## src/hw/rtl/lsc_pkg.sv

```systemverilog
// ----------------------------------------------------------------------------
// LED strip layer color package
// Shared constants, color tables and inter-module types of the frame
// color generator.
// ----------------------------------------------------------------------------
package lsc_pkg;

    // Strip geometry.
    localparam int PIXELS = 32;
    localparam int CNT_W  = 6;
    localparam int IDX_W  = 5;

    // Hue arithmetic.
    localparam int HUE_W     = 9;
    localparam int HUE_FULL  = 360;
    localparam int HUE_STEP  = HUE_FULL / PIXELS;
    localparam int HUE_FRAC  = HUE_FULL % PIXELS;

    // Swirl divider: dividend is uptime times 360, padded to an even width.
    localparam int DVD_W               = 42;
    localparam int DIV_STEPS_PER_CYCLE = 2;
    localparam int DIV_CYCLES          = DVD_W / DIV_STEPS_PER_CYCLE;
    localparam int DIV_CNT_W           = 5;

    // Field widths of the streams and the register port.
    localparam int S_DATA_W   = 48;
    localparam int M_DATA_W   = 32;
    localparam int CFG_ADDR_W = 1;
    localparam int CFG_DATA_W = 16;
    localparam int BRIGHT_W   = 7;
    localparam int PERIOD_W   = 16;

    // Register indexes.
    localparam logic [CFG_ADDR_W-1:0] REG_BRIGHTNESS = 1'd0;
    localparam logic [CFG_ADDR_W-1:0] REG_PERIOD     = 1'd1;

    localparam logic [BRIGHT_W-1:0] BRIGHT_RESET = 7'd20;
    localparam logic [PERIOD_W-1:0] PERIOD_RESET = 16'd3000;

    // Solid layer hue table and saturation levels (percent scaled to 0..255).
    localparam logic [HUE_W-1:0] HUE_TAB [4] = '{9'd182, 9'd120, 9'd0, 9'd30};
    localparam logic [7:0] SAT_LVL_TAB [4] = '{
        8'(73 * 255 / 100), 8'(100 * 255 / 100), 8'(100 * 255 / 100), 8'(100 * 255 / 100)
    };
    localparam logic [7:0] SWIRL_SAT_LVL = 8'(73 * 255 / 100);

    // Reciprocal multipliers for division by constants.
    localparam logic [12:0] RCP_100   = 13'd5243;     // x / 100  = (x * K) >> 19
    localparam logic [10:0] RCP_60    = 11'd1093;     // h / 60   = (h * K) >> 16
    localparam logic [21:0] RCP_F     = 22'd2184550;  // m*1000/60 = (m * K) >> 17
    localparam logic [18:0] RCP_1000  = 19'd268436;   // x / 1000 = (x * K) >> 28
    localparam logic [17:0] RCP_255   = 18'd131587;   // x / 255  = (x * K) >> 25

    // Hue sector codes.
    localparam logic [2:0] SEC_0 = 3'd0;
    localparam logic [2:0] SEC_1 = 3'd1;
    localparam logic [2:0] SEC_2 = 3'd2;
    localparam logic [2:0] SEC_3 = 3'd3;
    localparam logic [2:0] SEC_4 = 3'd4;

    // Frame job from the divider to the pixel sequencer.
    typedef struct packed {
        logic             valid;
        logic [HUE_W-1:0] base;
        logic             solid;
        logic [1:0]       sel;
        logic             on;
    } job_t;

    // One pixel entering the color pipeline.
    typedef struct packed {
        logic             valid;
        logic [HUE_W-1:0] hue;
        logic [7:0]       sat;
        logic             blank;
        logic [IDX_W-1:0] idx;
        logic             last;
    } pix_t;

endpackage

```

## src/hw/rtl/lsc_hue_div.sv

```systemverilog
// ----------------------------------------------------------------------------
// Swirl base hue divider
// Computes (uptime * 360 / period) mod 360 with a restoring divider that
// retires two quotient bits per cycle, keeping the quotient reduced mod 360.
// ----------------------------------------------------------------------------
module lsc_hue_div (
    input  logic                          aclk,
    input  logic                          aresetn,
    input  logic                          s_tvalid,
    output logic                          s_tready,
    input  logic [lsc_pkg::S_DATA_W-1:0]  s_tdata,
    input  logic [lsc_pkg::PERIOD_W-1:0]  period,
    input  logic                          take,
    output lsc_pkg::job_t                 job
);

    logic                          busy_reg, busy_next;
    logic                          fin_reg, fin_next;
    logic [lsc_pkg::DIV_CNT_W-1:0] cnt_reg, cnt_next;
    logic [lsc_pkg::DVD_W-1:0]     dvd_reg, dvd_next;
    logic [lsc_pkg::PERIOD_W-1:0]  rem_reg, rem_next;
    logic [lsc_pkg::PERIOD_W-1:0]  per_reg, per_next;
    logic [lsc_pkg::HUE_W-1:0]     quo_reg, quo_next;
    logic                          solid_reg, solid_next;
    logic [1:0]                    sel_reg, sel_next;
    logic                          on_reg, on_next;

    logic                          accept;
    logic [lsc_pkg::DVD_W-1:0]     dvd_step;
    logic [lsc_pkg::PERIOD_W-1:0]  rem_step;
    logic [lsc_pkg::HUE_W-1:0]     quo_step;

    assign s_tready = !busy_reg || take;
    assign accept   = s_tvalid && s_tready;

    // Two restoring steps; the quotient only matters modulo 360.
    always_comb begin
        logic [lsc_pkg::PERIOD_W:0] r_sh;
        logic [lsc_pkg::HUE_W:0]    q_sh;
        logic                       qbit;
        dvd_step = dvd_reg;
        rem_step = rem_reg;
        quo_step = quo_reg;
        for (int k = 0; k < lsc_pkg::DIV_STEPS_PER_CYCLE; k++) begin
            r_sh     = {rem_step, dvd_step[lsc_pkg::DVD_W-1]};
            dvd_step = {dvd_step[lsc_pkg::DVD_W-2:0], 1'b0};
            if (r_sh >= {1'b0, per_reg}) begin
                r_sh = r_sh - {1'b0, per_reg};
                qbit = 1'b1;
            end else begin
                qbit = 1'b0;
            end
            rem_step = r_sh[lsc_pkg::PERIOD_W-1:0];
            q_sh     = {quo_step, qbit};
            if (q_sh >= 10'(lsc_pkg::HUE_FULL)) begin
                q_sh = q_sh - 10'(lsc_pkg::HUE_FULL);
            end
            quo_step = q_sh[lsc_pkg::HUE_W-1:0];
        end
    end

    always_comb begin
        busy_next  = busy_reg;
        fin_next   = fin_reg;
        cnt_next   = cnt_reg;
        dvd_next   = dvd_reg;
        rem_next   = rem_reg;
        per_next   = per_reg;
        quo_next   = quo_reg;
        solid_next = solid_reg;
        sel_next   = sel_reg;
        on_next    = on_reg;
        if (take) begin
            busy_next = 1'b0;
            fin_next  = 1'b0;
        end
        if (accept) begin
            busy_next  = 1'b1;
            fin_next   = 1'b0;
            cnt_next   = '0;
            dvd_next   = lsc_pkg::DVD_W'(s_tdata[31:0])
                         * lsc_pkg::DVD_W'(lsc_pkg::HUE_FULL);
            rem_next   = '0;
            quo_next   = '0;
            per_next   = (period == '0) ? lsc_pkg::PERIOD_W'(1) : period;
            solid_next = (s_tdata[39:32] != 8'd0);
            sel_next   = s_tdata[33:32];
            on_next    = s_tdata[40] && s_tdata[41];
        end else if (busy_reg && !fin_reg) begin
            dvd_next = dvd_step;
            rem_next = rem_step;
            quo_next = quo_step;
            cnt_next = cnt_reg + 1'b1;
            if (cnt_reg == lsc_pkg::DIV_CNT_W'(lsc_pkg::DIV_CYCLES - 1)) begin
                fin_next = 1'b1;
            end
        end
    end

    always_ff @(posedge aclk) begin
        if (!aresetn) begin
            busy_reg <= 1'b0;
            fin_reg  <= 1'b0;
        end else begin
            busy_reg <= busy_next;
            fin_reg  <= fin_next;
        end
        cnt_reg   <= cnt_next;
        dvd_reg   <= dvd_next;
        rem_reg   <= rem_next;
        per_reg   <= per_next;
        quo_reg   <= quo_next;
        solid_reg <= solid_next;
        sel_reg   <= sel_next;
        on_reg    <= on_next;
    end

    assign job.valid = fin_reg;
    assign job.base  = quo_reg;
    assign job.solid = solid_reg;
    assign job.sel   = sel_reg;
    assign job.on    = on_reg;

endmodule

```

## src/hw/rtl/lsc_pix_seq.sv

```systemverilog
// ----------------------------------------------------------------------------
// Pixel sequencer
// Walks the strip one pixel per cycle while en is high for the current frame and hands each
// pixel's hue and saturation to the color pipeline.
// ----------------------------------------------------------------------------
module lsc_pix_seq (
    input  logic          aclk,
    input  logic          aresetn,
    input  logic          en,
    input  lsc_pkg::job_t job,
    output logic          take,
    output lsc_pkg::pix_t pix
);

    logic                      fv_reg, fv_next;
    logic [lsc_pkg::CNT_W-1:0] cnt_reg, cnt_next;
    logic [lsc_pkg::HUE_W-1:0] oq_reg, oq_next;
    logic [lsc_pkg::CNT_W-1:0] or_reg, or_next;
    logic [lsc_pkg::HUE_W-1:0] base_reg, base_next;
    logic                      solid_reg, solid_next;
    logic [1:0]                sel_reg, sel_next;
    logic                      on_reg, on_next;
    lsc_pkg::pix_t             pix_reg, pix_next;

    logic                      last_pix;
    logic [lsc_pkg::HUE_W:0]   hsum;
    logic [lsc_pkg::HUE_W-1:0] swirl_hue;
    logic [lsc_pkg::CNT_W:0]   frac_sum;

    assign last_pix = fv_reg && (cnt_reg == lsc_pkg::CNT_W'(lsc_pkg::PIXELS - 1));
    assign take     = job.valid && en && (!fv_reg || last_pix);

    always_comb begin
        hsum = {1'b0, base_reg} + {1'b0, oq_reg};
        if (hsum >= 10'(lsc_pkg::HUE_FULL)) begin
            hsum = hsum - 10'(lsc_pkg::HUE_FULL);
        end
        swirl_hue = hsum[lsc_pkg::HUE_W-1:0];
    end

    // The hue offset i*360/PIXELS is kept as a quotient and a remainder.
    assign frac_sum = {1'b0, or_reg} + (lsc_pkg::CNT_W + 1)'(lsc_pkg::HUE_FRAC);

    always_comb begin
        fv_next    = fv_reg;
        cnt_next   = cnt_reg;
        oq_next    = oq_reg;
        or_next    = or_reg;
        base_next  = base_reg;
        solid_next = solid_reg;
        sel_next   = sel_reg;
        on_next    = on_reg;
        pix_next   = pix_reg;
        if (en) begin
            pix_next.valid = fv_reg;
            pix_next.hue   = solid_reg ? lsc_pkg::HUE_TAB[sel_reg] : swirl_hue;
            pix_next.sat   = solid_reg ? lsc_pkg::SAT_LVL_TAB[sel_reg] : lsc_pkg::SWIRL_SAT_LVL;
            pix_next.blank = !on_reg;
            pix_next.idx   = cnt_reg[lsc_pkg::IDX_W-1:0];
            pix_next.last  = last_pix;
            if (!fv_reg || last_pix) begin
                fv_next = job.valid;
                if (job.valid) begin
                    cnt_next   = '0;
                    oq_next    = '0;
                    or_next    = '0;
                    base_next  = job.base;
                    solid_next = job.solid;
                    sel_next   = job.sel;
                    on_next    = job.on;
                end
            end else begin
                cnt_next = cnt_reg + 1'b1;
                if (frac_sum >= (lsc_pkg::CNT_W + 1)'(lsc_pkg::PIXELS)) begin
                    or_next = lsc_pkg::CNT_W'(frac_sum - (lsc_pkg::CNT_W + 1)'(lsc_pkg::PIXELS));
                    oq_next = oq_reg + lsc_pkg::HUE_W'(lsc_pkg::HUE_STEP + 1);
                end else begin
                    or_next = frac_sum[lsc_pkg::CNT_W-1:0];
                    oq_next = oq_reg + lsc_pkg::HUE_W'(lsc_pkg::HUE_STEP);
                end
            end
        end
    end

    always_ff @(posedge aclk) begin
        if (!aresetn) begin
            fv_reg        <= 1'b0;
            pix_reg.valid <= 1'b0;
        end else begin
            fv_reg        <= fv_next;
            pix_reg.valid <= pix_next.valid;
        end
        cnt_reg       <= cnt_next;
        oq_reg        <= oq_next;
        or_reg        <= or_next;
        base_reg      <= base_next;
        solid_reg     <= solid_next;
        sel_reg       <= sel_next;
        on_reg        <= on_next;
        pix_reg.hue   <= pix_next.hue;
        pix_reg.sat   <= pix_next.sat;
        pix_reg.blank <= pix_next.blank;
        pix_reg.idx   <= pix_next.idx;
        pix_reg.last  <= pix_next.last;
    end

    assign pix = pix_reg;

endmodule

```

## src/hw/rtl/lsc_hsv.sv

```systemverilog
// ----------------------------------------------------------------------------
// HSV to RGB pipeline
// Integer HSV-to-RGB conversion in six register stages plus the output
// register; every stage advances together when the output can move.
// ----------------------------------------------------------------------------
module lsc_hsv (
    input  logic                          aclk,
    input  logic                          aresetn,
    input  lsc_pkg::pix_t                 pix,
    input  logic [lsc_pkg::BRIGHT_W-1:0]  brightness,
    output logic                          en,
    output logic                          m_tvalid,
    input  logic                          m_tready,
    output logic [lsc_pkg::M_DATA_W-1:0]  m_tdata,   // pixel_index, red, green, blue, zero pad
    output logic                          m_tlast
);

    // Value level, refreshed every cycle from the brightness register.
    logic [14:0] bw_reg;
    logic [7:0]  vv_reg;
    logic [27:0] vv_prod;
    logic [8:0]  vv_full;

    // Per-stage item tags.
    logic [6:1]               v_reg;
    logic                     blank_reg [6:1];
    logic [lsc_pkg::IDX_W-1:0] idx_reg [6:1];
    logic                     last_reg [6:1];
    logic [2:0]               hi_reg [6:1];

    // Stage payloads.
    logic [lsc_pkg::HUE_W-1:0] h1_reg;
    logic [7:0]  sat1_reg, sat2_reg;
    logic [9:0]  f2_reg;
    logic [17:0] sf3_reg, st3_reg;
    logic [7:0]  yp3_reg, yp4_reg, yq4_reg, yt4_reg;
    logic [15:0] xp5_reg, xq5_reg, xt5_reg;
    logic [7:0]  p6_reg, q6_reg, t6_reg;

    logic        out_valid_reg;
    logic [lsc_pkg::M_DATA_W-1:0] out_data_reg;
    logic        out_last_reg;

    logic [19:0] hmul;
    logic [8:0]  m_full;
    logic [5:0]  m_val;
    logic [27:0] fmul;
    logic [36:0] qa_prod, ta_prod;
    logic [33:0] pp_prod, qp_prod, tp_prod;
    logic [7:0]  r_sel, g_sel, b_sel;

    assign en = !out_valid_reg || m_tready;

    assign vv_prod = bw_reg * lsc_pkg::RCP_100;
    assign vv_full = vv_prod[27:19];

    always_ff @(posedge aclk) begin
        bw_reg <= brightness * 8'd255;
        vv_reg <= (vv_full > 9'd255) ? 8'd255 : vv_full[7:0];
    end

    // Sector: h / 60 for h below 360.
    assign hmul   = pix.hue * lsc_pkg::RCP_60;
    // Fraction within the sector in thousandths, 0..983.
    assign m_full = h1_reg - ({6'd0, hi_reg[1]} * 9'd60);
    assign m_val  = m_full[5:0];
    assign fmul   = m_val * lsc_pkg::RCP_F;
    assign qa_prod = sf3_reg * lsc_pkg::RCP_1000;
    assign ta_prod = st3_reg * lsc_pkg::RCP_1000;
    assign pp_prod = xp5_reg * lsc_pkg::RCP_255;
    assign qp_prod = xq5_reg * lsc_pkg::RCP_255;
    assign tp_prod = xt5_reg * lsc_pkg::RCP_255;

    always_comb begin
        case (hi_reg[6])
            lsc_pkg::SEC_0: begin
                r_sel = vv_reg; g_sel = t6_reg; b_sel = p6_reg;
            end
            lsc_pkg::SEC_1: begin
                r_sel = q6_reg; g_sel = vv_reg; b_sel = p6_reg;
            end
            lsc_pkg::SEC_2: begin
                r_sel = p6_reg; g_sel = vv_reg; b_sel = t6_reg;
            end
            lsc_pkg::SEC_3: begin
                r_sel = p6_reg; g_sel = q6_reg; b_sel = vv_reg;
            end
            lsc_pkg::SEC_4: begin
                r_sel = t6_reg; g_sel = p6_reg; b_sel = vv_reg;
            end
            default: begin
                r_sel = vv_reg; g_sel = p6_reg; b_sel = q6_reg;
            end
        endcase
        if (blank_reg[6]) begin
            r_sel = 8'd0;
            g_sel = 8'd0;
            b_sel = 8'd0;
        end
    end

    always_ff @(posedge aclk) begin
        if (!aresetn) begin
            v_reg         <= '0;
            out_valid_reg <= 1'b0;
        end else if (en) begin
            v_reg         <= {v_reg[5:1], pix.valid};
            out_valid_reg <= v_reg[6];
        end
        if (en) begin
            blank_reg[1] <= pix.blank;
            idx_reg[1]   <= pix.idx;
            last_reg[1]  <= pix.last;
            hi_reg[1]    <= hmul[18:16];
            for (int s = 2; s <= 6; s++) begin
                blank_reg[s] <= blank_reg[s-1];
                idx_reg[s]   <= idx_reg[s-1];
                last_reg[s]  <= last_reg[s-1];
                hi_reg[s]    <= hi_reg[s-1];
            end
            h1_reg   <= pix.hue;
            sat1_reg <= pix.sat;
            // Stage 2
            f2_reg   <= fmul[26:17];
            sat2_reg <= sat1_reg;
            // Stage 3
            sf3_reg  <= sat2_reg * f2_reg;
            st3_reg  <= sat2_reg * (10'd1000 - f2_reg);
            yp3_reg  <= 8'd255 - sat2_reg;
            // Stage 4
            yq4_reg  <= 8'd255 - qa_prod[35:28];
            yt4_reg  <= 8'd255 - ta_prod[35:28];
            yp4_reg  <= yp3_reg;
            // Stage 5
            xp5_reg  <= vv_reg * yp4_reg;
            xq5_reg  <= vv_reg * yq4_reg;
            xt5_reg  <= vv_reg * yt4_reg;
            // Stage 6
            p6_reg   <= pp_prod[32:25];
            q6_reg   <= qp_prod[32:25];
            t6_reg   <= tp_prod[32:25];
            // Output register
            out_data_reg <= {3'b000, b_sel, g_sel, r_sel, idx_reg[6]};
            out_last_reg <= last_reg[6];
        end
    end

    assign m_tvalid = out_valid_reg;
    assign m_tdata  = out_data_reg;
    assign m_tlast  = out_last_reg;

endmodule

```

## src/hw/rtl/led_strip_layer_color_frame.sv

```systemverilog
// Throughput: one pixel per cycle unless m_tready stalls the output; the strip walk sets
// this, while the base hue divider works on the next item in its shadow.
// Reset: aresetn is synchronous and active low; it empties the pipeline and restores
// the brightness to 20 percent and the swirl period to 3000 ms.
// ----------------------------------------------------------------------------
// LED strip layer color frame generator
// Turns each frame tick into one RGB item per strip pixel: a hue swirl on
// layer 0, a solid table color on other layers, black when blanked.
// ----------------------------------------------------------------------------
module led_strip_layer_color_frame (
    input  logic                            aclk,
    input  logic                            aresetn,
    input  logic                            cfg_wr_en,
    input  logic [lsc_pkg::CFG_ADDR_W-1:0]  cfg_addr,
    input  logic [lsc_pkg::CFG_DATA_W-1:0]  cfg_wdata,
    input  logic                            s_tvalid,
    output logic                            s_tready,
    // uptime_ms, layer, enabled, active, zero pad
    input  logic [lsc_pkg::S_DATA_W-1:0]    s_tdata,
    output logic                            m_tvalid,
    input  logic                            m_tready,
    // pixel_index, red, green, blue, zero pad
    output logic [lsc_pkg::M_DATA_W-1:0]    m_tdata,
    output logic                            m_tlast
);

    logic [lsc_pkg::BRIGHT_W-1:0] bright_reg;
    logic [lsc_pkg::PERIOD_W-1:0] period_reg;

    lsc_pkg::job_t job;
    lsc_pkg::pix_t pix;
    logic          take;
    logic          en;

    always_ff @(posedge aclk) begin
        if (!aresetn) begin
            bright_reg <= lsc_pkg::BRIGHT_RESET;
            period_reg <= lsc_pkg::PERIOD_RESET;
        end else if (cfg_wr_en) begin
            case (cfg_addr)
                lsc_pkg::REG_BRIGHTNESS: bright_reg <= cfg_wdata[lsc_pkg::BRIGHT_W-1:0];
                lsc_pkg::REG_PERIOD:     period_reg <= cfg_wdata[lsc_pkg::PERIOD_W-1:0];
                default: begin
                end
            endcase
        end
    end

    lsc_hue_div u_div (
        .aclk     (aclk),
        .aresetn  (aresetn),
        .s_tvalid (s_tvalid),
        .s_tready (s_tready),
        .s_tdata  (s_tdata),
        .period   (period_reg),
        .take     (take),
        .job      (job)
    );

    lsc_pix_seq u_seq (
        .aclk    (aclk),
        .aresetn (aresetn),
        .en      (en),
        .job     (job),
        .take    (take),
        .pix     (pix)
    );

    lsc_hsv u_hsv (
        .aclk       (aclk),
        .aresetn    (aresetn),
        .pix        (pix),
        .brightness (bright_reg),
        .en         (en),
        .m_tvalid   (m_tvalid),
        .m_tready   (m_tready),
        .m_tdata    (m_tdata),
        .m_tlast    (m_tlast)
    );

endmodule

```

## config.mk

```make
export PLATFORM = sky130hd
export DESIGN_NAME = led_strip_layer_color_frame
export DESIGN_NICKNAME = d
export VERILOG_FILES = /design/src/hw/rtl/lsc_pkg.sv /design/src/hw/rtl/lsc_hue_div.sv /design/src/hw/rtl/lsc_pix_seq.sv /design/src/hw/rtl/lsc_hsv.sv /design/src/hw/rtl/led_strip_layer_color_frame.sv
export SDC_FILE = /design/constraint.sdc
export NUM_CORES = 2
export LEC_CHECK = 0
export BUFFER_PORTS_ARGS = -buffer_cell sky130_fd_sc_hd__buf_2
export CAP_MARGIN = 15
export CELL_PAD_IN_SITES_DETAIL_PLACEMENT = 0
export CELL_PAD_IN_SITES_GLOBAL_PLACEMENT = 1
export CORE_MARGIN = 3
export CORE_UTILIZATION = 50
export DETAILED_ROUTE_END_ITERATION = 16
export PLACE_DENSITY_LB_ADDON = 0.2
export SLEW_MARGIN = 20
export SYNTH_ARGS = -nofsm -noshare
export SYNTH_HDL_FRONTEND = slang
export SYNTH_SLANG_ARGS = --single-unit
```

## constraint.sdc

```tcl
create_clock -name aclk -period 25 [get_ports aclk]
set_input_delay 2.5 -clock aclk [delete_from_list [all_inputs] [get_ports aclk]]
set_output_delay 2.5 -clock aclk [all_outputs]
set_load 0.005 [all_outputs]
```

==> impl_metrics.env <==
export IMPL_fin_crit_ps=7170
export IMPL_grt_pass1_vias=33437
export IMPL_antenna_found_initial=0
export IMPL_cp_arrival_ps=7520
export IMPL_drt_first_pass_iters=7
export IMPL_num_rows=115
export IMPL_vias=32544
export IMPL_rr_startpoint="u_hsv.f2_reg[0]"
export IMPL_drt_iter0_drc=1515
export IMPL_clock_fmax_ghz=0.139
export IMPL_crit_required_ps=25350
export IMPL_crit_fanout=12
export IMPL_antenna_left=0
export IMPL_syn_instance_count=4899
export IMPL_area_growth_pct=7.08
export IMPL_io_buffers=95
export IMPL_grt_ovfl_total=0
export IMPL_remaining_drc_errors=0
export IMPL_cts_sinks=426
export IMPL_slew_viol_final=0
export IMPL_syn_area_mm2=0.0499
export IMPL_reg2regPathDepth=22
export IMPL_die_y_um=322
export IMPL_core_area_mm2=0.0987
export IMPL_synth_simple_area_share_pct=8.81
export IMPL_maxSlewHeadroom_pct=30.1
export IMPL_largest_register_ffs=39
export IMPL_fin_ws_ps=17830
export IMPL_wire_per_inst_um=15.3
export IMPL_grt_start_max_net_pins=125
export IMPL_hp_start="u_hsv.idx_reg[3][0]"
export IMPL_clk_pin_slew_ps=60
export IMPL_place_ws_ps=17720
export IMPL_drive_above_1_share_pct=4.47
export IMPL_critPathSlowestCell="edfxtp_1"
export IMPL_worstMarginPinSlew_ps=1050
export IMPL_finalSetupViolCount=0
export IMPL_ys_ff_latch=426
export IMPL_htree_levels=2
export IMPL_finalSetupTns_ps=0
export IMPL_crit_top_cell="inv_1"
export IMPL_cts_buffers=50
export IMPL_end_kind="flop"
export IMPL_post_cts_resized=0
export IMPL_clk_latency_ps=620
export IMPL_p_int_mw=3.53
export IMPL_p_seq_share_pct=17.6
export IMPL_postCtsHoldBufs=0
export IMPL_slowest_delay_ps=670
export IMPL_ys_flop_type="edfxtp_1"
export IMPL_r2r_setup_slack_ps=17830
export IMPL_p_per_area_mw_per_mm2=124
export IMPL_cts_root_buffer="clkbuf_16"
export IMPL_clk_path_buf_depth=3
export IMPL_synth_mux_area_share_pct=0.399
export IMPL_synth_distinct_cells=77
export IMPL_rsz0062_at_grt="false"
export IMPL_hold_path_end="u_hsv.idx_reg[4][0]"
export IMPL_combinationalPowerShare_pct=70.9
export IMPL_path_class="reg -> reg"
export IMPL_track_usage_pct=19.2
export IMPL_clkPwrFrac_pct=11.5
export IMPL_maxCapViolations=0
export IMPL_final_common_cell="ha_1"
export IMPL_async_reset_ff_share_pct=0
export IMPL_cp_cell_sequence="inv_1 > ha_1 > a21oi_1 > o21ai_0 > a21boi_0 > nand2_1 > inv_1 > nand2_1 > inv_1 > fa_1 > fa_1 > inv_1 > fa_1 > inv_1 > fa_1 > ha_1 > o21ai_0 > o31ai_1 > or4_1 > a31o_2 > a21oi_1 > xnor2_1"
export IMPL_ir_drop_v=0.000195
export IMPL_synth_compound_area_share_pct=8.96
export IMPL_routed_via_density=5.17
export IMPL_tritoncts="yes"
export IMPL_fin_skew_ps=17.6
export IMPL_dp_hpwl_mm=77.9
export IMPL_synth_top_family_by_area="adder cells"
export IMPL_yosysWarningCount=0
export IMPL_post_cts_buffers=0
export IMPL_period_share_pct=28.7
export IMPL_switching_share_pct=46.6
export IMPL_ioPinCount=105
export IMPL_synthAdderAreaFrac_pct=46.2
export IMPL_hold_viol=0
export IMPL_synth_xor_area_share_pct=3.65
export IMPL_fin_nets=6599
export IMPL_die_x_um=322
export IMPL_reg2reg_to="u_hsv.st3_reg[17]"
export IMPL_status="finished clean"
export IMPL_gp_congestion=0.819
export IMPL_antenna_cells=0
export IMPL_start_util_pct=50.5
export IMPL_power_leakage_nw=27.5
export IMPL_hold_class="reg -> reg"
export IMPL_worstHoldPathCells=0
export IMPL_synth_edff_count=338
export IMPL_syn_avg_cell_area_um2=10.2
export IMPL_start_kind="flop"
export IMPL_die_area_mm2=0.104
export IMPL_grt_pass1_wl_mm=164
export IMPL_synth_seq_area_share_pct=23.9
export IMPL_final_cell_mix="ha_1 (1085), inv_1 (990), fa_1 (472), edfxtp_1 (338), nand2_1 (291)"
export IMPL_drt_wl_total_mm=96.1
export IMPL_p_sw_mw=3.08
==> routing by layer <==
layer | GRT usage, % | routed length [um] | share of wire (%) | vias to the layer above
met2 | 33.6 | 46600 | 48 | 266
li1 | - | - | - | 16570
met3 | 1.75 | 2080 | 2.2 | 93
met5 | 0 | 0 | 0 | -
met4 | 3.50 | 1670 | 1.7 | 0
met1 | 26.2 | 45800 | 48 | 15615
==> power by group through the flow <==
stage | logic [mW] | registers (mW) | clock network [mW]
floorplan | 3.78 | 1.07 | 0
global placement | 4.67 | 1.18 | 0
detailed placement | 4.74 | 1.18 | 0
CTS | 4.80 | 1.17 | 0.787
global route | 5.63 | 1.19 | 0.814
finish | 4.69 | 1.16 | 0.762
==> Yosys cell counts, types with 8 or more instances <==
cell type | instances | area, um^2
xnor2_1 | 140 | 1230
edfxtp_1 | 338 | 10100
o211ai_1 | 14 | 105
nor4_1 | 34 | 213
a211oi_1 | 15 | 113
or2_2 | 17 | 106
fa_1 | 472 | 9450
a41oi_1 | 8 | 70.1
a21boi_0 | 34 | 255
inv_1 | 990 | 3720
a31oi_1 | 16 | 100
and3_1 | 17 | 106
nand4_1 | 18 | 113
o21ai_1 | 9 | 45.0
ha_1 | 1085 | 13600
nor2_1 | 215 | 807
xor2_1 | 68 | 596
o21a_1 | 37 | 278
nor3_1 | 52 | 260
and2_1 | 99 | 619
clkbuf_1 | 74 | 278
a21oi_1 | 193 | 966
mux2i_1 | 12 | 120
nor2b_1 | 40 | 250
a31o_2 | 8 | 70.1
or3_1 | 18 | 113
dfxtp_1 | 88 | 1760
nand2_1 | 293 | 1100
o2111ai_1 | 10 | 87.6
nand2b_1 | 25 | 156
a21o_1 | 60 | 450
o21bai_1 | 21 | 158
a222oi_1 | 8 | 80.1
o31ai_1 | 23 | 173
o21ai_0 | 146 | 731
nand3_1 | 79 | 395
o22a_1 | 17 | 149
==> metrics by stage <==
step / utilization [%] / std cells / hold slack, ps / power (mW) / area [um^2]
6_report: 54.1 / 6300 / 409 / 6.61 / 53400
5_1_grt: 54.1 / 6300 / 418 / 7.63 / 53400
4_1_cts: 54.1 / 6300 / 410 / 6.76 / 53400
3_5_place_dp: 52.4 / 6207 / 405 / 5.92 / 51700
3_3_place_gp: 52.4 / 6207 / 401 / 5.85 / 51700
2_1_floorplan: - / 4901 / 400 / 4.85 / 49900
==> worst max path at each step <==
stage                    start                 to
2_1_floorplan         m_tready           s_tready
3_5_place_dp   u_hsv.f2_reg[0]  u_hsv.st3_reg[17]
6_report       u_hsv.f2_reg[0]  u_hsv.st3_reg[17]
4_1_cts        u_hsv.f2_reg[0]  u_hsv.st3_reg[17]
3_3_place_gp   u_hsv.f2_reg[0]  u_hsv.st3_reg[17]
5_1_grt        u_hsv.f2_reg[0]  u_hsv.st3_reg[17]
==> area by class of cell <==
cell class              count  area [um^2]
well taps                1287         1610
fillers                  8911        45300
inverters                 993         3730
multi-input cells        3399        33900
flip-flops and latches    426        11900
clock buffers              58         1280
clock inverters            35          425
repair buffers            102          528
==> cells by family after synthesis <==
kind of cell / Yosys count
buf+inv: 1076
simple gates: 926
flops: 426
mux: 19
other cells: 1
compound gates: 686
xor+xnor: 208
fa+ha+maj: 1557
==> critical path: cells and delay by family (launching register included) <==
family / cells / cell delay [ps]
adder cells (fa/ha/maj): 6 / 2620
AO/OA/AOI/OAI: 7 / 1320
flip-flops: 1 / 670
XOR/XNOR: 1 / 90
AND/OR/NAND/NOR: 3 / 1330
buffers and inverters: 5 / 900
(Power assumes the default switching activity.)
